### config.mk
export PLATFORM = sky130hd
export DESIGN_NAME = video_payload_frame_assembler
export DESIGN_NICKNAME = d
export VERILOG_FILES = /design/src/sv/vpfa_pkg.sv /design/src/sv/vpfa_core.sv /design/src/sv/video_payload_frame_assembler.sv
export SDC_FILE = /design/constraint.sdc
export NUM_CORES = 1
export LEC_CHECK = 0
export BUFFER_PORTS_ARGS = -buffer_cell sky130_fd_sc_hd__buf_4
export CAP_MARGIN = 0
export CORE_MARGIN = 8
export CORE_UTILIZATION = 35
export CTS_CLUSTER_DIAMETER = 120
export DETAILED_ROUTE_END_ITERATION = 16
export PLACE_DENSITY_LB_ADDON = 0.05
export RECOVER_POWER = 50
export SYNTH_ARGS = -nofsm -noshare
export SYNTH_HDL_FRONTEND = slang
export SYNTH_SLANG_ARGS = --single-unit
### constraint.sdc
create_clock -name clk_i -period 8.3 [get_ports clk_i]
set_input_delay 0.415 -clock clk_i [delete_from_list [all_inputs] [get_ports clk_i]]
set_output_delay 0.415 -clock clk_i [all_outputs]
set_load 0.02 [all_outputs]
### src/sv/vpfa_pkg.sv
package vpfa_pkg;

  typedef enum logic [1:0] {
    KIND_BYTE  = 2'd0,
    KIND_GRAB  = 2'd1,
    KIND_BLOCK = 2'd2
  } kind_e;

  typedef enum logic {
    CFG_FRAME_CAPACITY  = 1'b0,
    CFG_BLOCKS_TO_READY = 1'b1
  } cfg_idx_e;

  localparam logic [15:0] FRAME_CAPACITY_RST  = 16'd42666;
  localparam logic [3:0]  BLOCKS_TO_READY_RST = 4'd5;
  localparam logic [3:0]  BLOCK_COUNT_MAX     = 4'd15;
  localparam int unsigned FLAG_ERROR_BIT      = 6;
  localparam int unsigned FLAG_EOF_BIT        = 1;
  localparam logic [11:0] MIN_LENGTH          = 12'd2;
  localparam logic [7:0]  MIN_HEADER          = 8'd2;

  typedef struct packed {
    logic        write_enable;
    logic [15:0] write_address;
    logic [7:0]  write_data;
    logic        frame_done;
    logic        frame_ready;
    logic        resubmit;
    logic [15:0] bytes_stored;
  } result_t;

endpackage

### src/sv/vpfa_core.sv
module vpfa_core
  import vpfa_pkg::*;
(
  input  logic        clk_i,
  input  logic        rst_ni,
  input  logic        accept_i,
  input  logic [1:0]  kind_i,
  input  logic [7:0]  data_byte_i,
  input  logic [11:0] packet_length_i,
  input  logic        status_bad_i,
  input  logic [15:0] frame_capacity_i,
  input  logic [3:0]  blocks_to_ready_i,
  output result_t     result_o
);

  logic [11:0] byte_position_q, byte_position_d;
  logic [7:0]  header_bytes_q, header_bytes_d;
  logic        skip_packet_q, skip_packet_d;
  logic        end_marker_q, end_marker_d;
  logic        overflowed_q, overflowed_d;
  logic        done_q, done_d;
  logic [15:0] stored_count_q, stored_count_d;
  logic [3:0]  block_count_q, block_count_d;

  always_comb begin
    logic [11:0] pos_next;
    pos_next = byte_position_q + 12'd1;

    byte_position_d = byte_position_q;
    header_bytes_d  = header_bytes_q;
    skip_packet_d   = skip_packet_q;
    end_marker_d    = end_marker_q;
    overflowed_d    = overflowed_q;
    done_d          = done_q;
    stored_count_d  = stored_count_q;
    block_count_d   = block_count_q;

    result_o = '0;

    case (kind_e'(kind_i))
      KIND_BYTE: begin
        if (byte_position_q == 12'd0) begin
          header_bytes_d = data_byte_i;
          end_marker_d   = 1'b0;
          overflowed_d   = 1'b0;
          skip_packet_d  = done_q || status_bad_i || (packet_length_i < MIN_LENGTH) ||
                           (data_byte_i < MIN_HEADER) ||
                           ({4'd0, data_byte_i} > packet_length_i);
        end else if (byte_position_q == 12'd1) begin
          if (!skip_packet_q) begin
            if (data_byte_i[FLAG_ERROR_BIT]) begin
              skip_packet_d = 1'b1;
            end else begin
              end_marker_d = data_byte_i[FLAG_EOF_BIT];
            end
          end
        end else if (!skip_packet_q && (byte_position_q >= {4'd0, header_bytes_q})) begin
          if (stored_count_q < frame_capacity_i) begin
            result_o.write_enable  = 1'b1;
            result_o.write_address = stored_count_q;
            result_o.write_data    = data_byte_i;
            stored_count_d         = stored_count_q + 16'd1;
          end else begin
            overflowed_d = 1'b1;
          end
        end
        if ({1'b0, byte_position_q} + 13'd1 >= {1'b0, packet_length_i}) begin
          if (!skip_packet_d && (overflowed_d || (end_marker_d && stored_count_d != 16'd0))) begin
            done_d = 1'b1;
          end
          byte_position_d = 12'd0;
        end else begin
          byte_position_d = pos_next;
        end
      end
      KIND_GRAB: begin
        byte_position_d = '0;
        header_bytes_d  = '0;
        skip_packet_d   = 1'b0;
        end_marker_d    = 1'b0;
        overflowed_d    = 1'b0;
        done_d          = 1'b0;
        stored_count_d  = '0;
        block_count_d   = '0;
      end
      KIND_BLOCK: begin
        byte_position_d = 12'd0;
        if (!status_bad_i) begin
          if (!done_q) begin
            result_o.resubmit = 1'b1;
          end else if (block_count_q < BLOCK_COUNT_MAX) begin
            block_count_d        = block_count_q + 4'd1;
            result_o.frame_ready = (block_count_d == blocks_to_ready_i);
          end
        end
      end
      default: begin
      end
    endcase

    result_o.frame_done   = done_d;
    result_o.bytes_stored = stored_count_d;
  end

  always_ff @(posedge clk_i or negedge rst_ni) begin
    if (!rst_ni) begin
      byte_position_q <= '0;
      header_bytes_q  <= '0;
      skip_packet_q   <= 1'b0;
      end_marker_q    <= 1'b0;
      overflowed_q    <= 1'b0;
      done_q          <= 1'b0;
      stored_count_q  <= '0;
      block_count_q   <= '0;
    end else if (accept_i) begin
      byte_position_q <= byte_position_d;
      header_bytes_q  <= header_bytes_d;
      skip_packet_q   <= skip_packet_d;
      end_marker_q    <= end_marker_d;
      overflowed_q    <= overflowed_d;
      done_q          <= done_d;
      stored_count_q  <= stored_count_d;
      block_count_q   <= block_count_d;
    end
  end

endmodule

### src/sv/video_payload_frame_assembler.sv
// channel   handshake                 payload
// -------   -----------------------   --------------------------------------------------
// in        in_valid_i / in_ready_o   kind_i data_byte_i packet_length_i status_bad_i
// out       out_valid_o / out_ready_i write_enable_o write_address_o write_data_o
//                                     frame_done_o frame_ready_o resubmit_o bytes_stored_o
// cfg       cfg_we_i                  cfg_index_i cfg_data_i
//
// one transaction per cycle unless stalled; the result appears the cycle after acceptance
// the header and counter logic sits between the frame state and the result register
// in_ready_o is high when the result register is empty or being drained this cycle
// reset clears all frame state and loads capacity 42666 and block threshold 5
module video_payload_frame_assembler
  import vpfa_pkg::*;
(
  input  logic        clk_i,
  input  logic        rst_ni,
  input  logic        in_valid_i,
  output logic        in_ready_o,
  input  logic [1:0]  kind_i,
  input  logic [7:0]  data_byte_i,
  input  logic [11:0] packet_length_i,
  input  logic        status_bad_i,
  output logic        out_valid_o,
  input  logic        out_ready_i,
  output logic        write_enable_o,
  output logic [15:0] write_address_o,
  output logic [7:0]  write_data_o,
  output logic        frame_done_o,
  output logic        frame_ready_o,
  output logic        resubmit_o,
  output logic [15:0] bytes_stored_o,
  input  logic        cfg_we_i,
  input  logic        cfg_index_i,
  input  logic [15:0] cfg_data_i
);

  logic [15:0] frame_capacity_q;
  logic [3:0]  blocks_to_ready_q;
  logic        out_valid_q;
  result_t     result_d, result_q;
  logic        accept;

  assign in_ready_o = !out_valid_q || out_ready_i;
  assign accept     = in_valid_i && in_ready_o;

  always_ff @(posedge clk_i or negedge rst_ni) begin
    if (!rst_ni) begin
      frame_capacity_q  <= FRAME_CAPACITY_RST;
      blocks_to_ready_q <= BLOCKS_TO_READY_RST;
    end else if (cfg_we_i) begin
      case (cfg_idx_e'(cfg_index_i))
        CFG_FRAME_CAPACITY:  frame_capacity_q  <= cfg_data_i;
        CFG_BLOCKS_TO_READY: blocks_to_ready_q <= cfg_data_i[3:0];
        default: begin
        end
      endcase
    end
  end

  vpfa_core u_core (
    .clk_i             (clk_i),
    .rst_ni            (rst_ni),
    .accept_i          (accept),
    .kind_i            (kind_i),
    .data_byte_i       (data_byte_i),
    .packet_length_i   (packet_length_i),
    .status_bad_i      (status_bad_i),
    .frame_capacity_i  (frame_capacity_q),
    .blocks_to_ready_i (blocks_to_ready_q),
    .result_o          (result_d)
  );

  always_ff @(posedge clk_i or negedge rst_ni) begin
    if (!rst_ni) begin
      out_valid_q <= 1'b0;
    end else if (in_ready_o) begin
      out_valid_q <= in_valid_i;
    end
  end

  always_ff @(posedge clk_i) begin
    if (accept) begin
      result_q <= result_d;
    end
  end

  assign out_valid_o     = out_valid_q;
  assign write_enable_o  = result_q.write_enable;
  assign write_address_o = result_q.write_address;
  assign write_data_o    = result_q.write_data;
  assign frame_done_o    = result_q.frame_done;
  assign frame_ready_o   = result_q.frame_ready;
  assign resubmit_o      = result_q.resubmit;
  assign bytes_stored_o  = result_q.bytes_stored;

endmodule

==> key figures <==
Final layout
  – Fin area: 7550 um2
  – Number of fill cells: 1831
  – Storage cell area: 2960 um2
  – Final core occ: 40.9%
  – Synth-to-layout area growth: 16.0%
  – Nets: 821
  – Layout cell share with drive strength beyond 1: 14.3%
  – Antenna diode count: 0
  – Multi-input gate area: 3240 um2

Power and ir drop
  – Leak: 3.32 nW
  – PD cells: 208 nW/um2
  – Max VDD drop: 117 uV

Floorplanning
  – Die Y: 152 um
  – Initial Util: 35.3%
  – Core ar.: 18500 um2
  – Total die area: 23200 um2
  – DIE WIDTH: 152 um
  – Num rows: 50
  – # IOs: 91

Setup path
  – Critical path peak fanout: 42
  – CP endpoint: frame_done_o$_DFFE_PP_
  – CP required: 8390 ps
  – CP startpoint: frame_capacity_q[15]$_DFFE_PN1P_
  – Worst setup SP type: flop
  – Worst Setup Path Type: flop to flop
  – WP data arrival: 3720 ps
  – R2R Path Start: frame_capacity_q[15]$_DFFE_PN1P_
  – R2r setup slk: 4670 ps
  – R2r worst-path depth: 11
  – Crit end category: flop
  – Crit Reg-Reg Endpoint: frame_done_o$_DFFE_PP_

Synthesis
  – Sequential share of the synthesized area: 45.5%
  – Netlist cell types: 68
  – Most instantiated cells after synthesis: 61 x nand2_1, 55 x dfrtp_1, 54 x inv_1, 52 x ha_1
  – Post-synthesis average cell area: 10.1 um2
  – Cell area after synthesis: 6510 um2
  – Ys async rst share: 59.6%
  – Number of synthesized flops with an enable pin: 44
  – YS warnings: 0
  – Cells after synthesis: 646
  – Syn_nets: 743
  – Most frequent cell after synthesis: nand2_1
  – Area share of the largest cell type after synthesis: 21.1%
  – Top_reg_cell synth: dfrtp_1
  – FF+latch count, synth: 109
  – Yosys top cell by area: dfrtp_1
  – Top cells by area, synth: dfrtp_1 21%, edfxtp_1 20%, ha_1 10%

Global routing
  – Initial antenna violation count: 0
  – GRT Overall Usage: 15.3%
  – Global-route wire length before repair: 28700 um
  – Number of global-route vias before repair: 5186
  – Pin count of the biggest net entering global routing: 66
  – Gr ovfl total: 0

Clock network
  – TritonCTS buffer count: 9
  – Clock-pin slew on the worst setup and hold paths: 80 ps
  – H-tree levels: 3
  – Hold buffers post-CTS: 0
  – Root buf cell: clkbuf_16
  – PostCTS Resize Cnt: 0
  – Post-CTS Setup Bufs: 0
  – Clk_lat worst skew: 360 ps
  – Max Root-Sink Buffers: 2
  – CTS tree: built
  – # clock sinks: 109

Place
  – Port Buffers: 90
  – GPL Wtd Cong: 0.825
  – Placed instance area: 7400 um2
  – DPL Wire Length: 12900 um

Timing
  – FMAX: 276 MHz
  – Fin. Hold Viols: 0
  – Final TNS setup: 0 ps
  – Final Cycle Share: 43.7%
  – Slew margin rel.: -149%
  – Slew @ Worst Pin: 3730 ps
  – Final setup vio count: 0
  – RSZ-0062 raised after global routing: no
  – Fin crit period: 3630 ps
  – Final Slew Violations: 99
  – Setup Skew: 15.1 ps
  – Hold WS: 256 ps

Outcome
  – Failing checks: capacitance limit, slew limit
  – Status: finished, violations left

Route
  – Wire length on met3: 795 um
  – Highest Signal Layer: met4
  – TritonRoute pass-1 iters: 4
  – Final WL: 17500 um
  – Average vias per placed instance: 5.29
  – Residual DRC count: 0
  – Post-route ant nets: 0
  – WL/cell: 18.2 um
  – Routed length on met1: 9140 um
  – Via count: 5099
  – Iteration-0 DRC Markers: 269
  – Metal2 WL: 7310 um

Worst hold path
  – Min-delay worst type: primary input to flop

Run
  – Max cap viols: 2
[worst min-delay path by stage]
stage	endpoint	slack (ps)	from	cells past startpoint
2_1_floorplan	blocks_to_ready_q[1]$_DFFE_PN0P_	120	rst_ni	0
3_3_place_gp	u_core.header_bytes_q[6]$_DFFE_PN0P_	490	u_core.header_bytes_q[6]$_DFFE_PN0P_	2
3_5_place_dp	u_core.header_bytes_q[7]$_DFFE_PN0P_	500	u_core.header_bytes_q[7]$_DFFE_PN0P_	2
4_1_cts	u_core.header_bytes_q[4]$_DFFE_PN0P_	220	rst_ni	1
5_1_grt	out_valid_o$_DFFE_PN0N_	250	in_valid_i	2
6_report	out_valid_o$_DFFE_PN0N_	260	in_valid_i	2
[per-stage QoR]
step                      cells  worst slack, ps  power, mW
after floorplan             646             5240      0.966
after global placement      947             4730       1.10
after detailed placement    947             4690       1.11
after CTS                   963             4660       1.60
after global routing        963             4060       1.67
final                       963             4670       1.57
[worst max-delay path: stages (launching register included)]
cell	delay (ps)
dfstp_2	530
inv_1	60
ha_1	320
nand4_1	140
or3_4	420
o22ai_1	460
nor4_4	100
buf_4	270
a211oi_1	280
nor2_1	60
nor4_1	590
o21ai_1	120
[flip-flops by register name (all words and copies together), names as in the netlist, 4 cells and up]
signal and cells:
blocks_to_ready_q 4, u_core.block_count_q 4, u_core.header_bytes_q 8, bytes_stored_o 16, frame_capacity_q 16, write_address_o 16, write_data_o 8, u_core.stored_count_q 16
u_core.byte_position_q 12
[layout by cell type, fill, tap and decap left out, types with 8 or more instances in the layout]
cell / netlist / layout
a21oi_1: 29 / 29
a22o_1: 13 / 13
a22oi_1: 8 / 8
and3_1: 32 / 32
buf_4: 1 / 46
clkbuf_1: 19 / 48
clkbuf_16: 0 / 9
dfrtp_1: 55 / 55
dfstp_2: 10 / 10
edfxtp_1: 44 / 44
ha_1: 52 / 52
inv_1: 54 / 53
mux2_2: 16 / 16
nand2_1: 61 / 61
nand2b_1: 8 / 8
nand3_1: 22 / 22
nand4_1: 16 / 16
nor2_1: 18 / 18
nor3_1: 16 / 16
o21ai_0: 44 / 44
o21ai_1: 13 / 13
xnor2_1: 16 / 16
[cell type report]
class	instances	area share (%)
clock inverters	7	1.38
well taps	234	3.88
flip-flops and latches	109	39.2
inverters	54	2.69
repair buffers	94	6.96
multi-input cells	456	42.9
clock buffers	9	2.98
[per-layer routing]
| metal | track usage [%] | up-vias |
|---|---|---|
| li1 | - | 2516 |
| met1 | 22.3 | 2445 |
| met2 | 22.5 | 119 |
| met3 | 2.55 | 19 |
| met4 | 4.66 | 0 |
| met5 | 0 | - |
[where the power goes]
group          leakage, nW  total [mW]  switching, mW  internal [mW]
Clock                0.161       0.482          0.213          0.270
Combinational         1.89       0.403          0.251          0.152
Sequential            1.26       0.683         0.0564          0.626
[logic make-up after synthesis]
kind of cell,synth area share [%]
muxes,2.92
adders and majority gates,9.99
AOI/OAI and AO/OA,16.7
and+or+nand+nor,16.9
xor gates and xnor gates,3.09
DFF,45.5
buffers and inverters,4.92
Power figures use the tool's default switching activity.
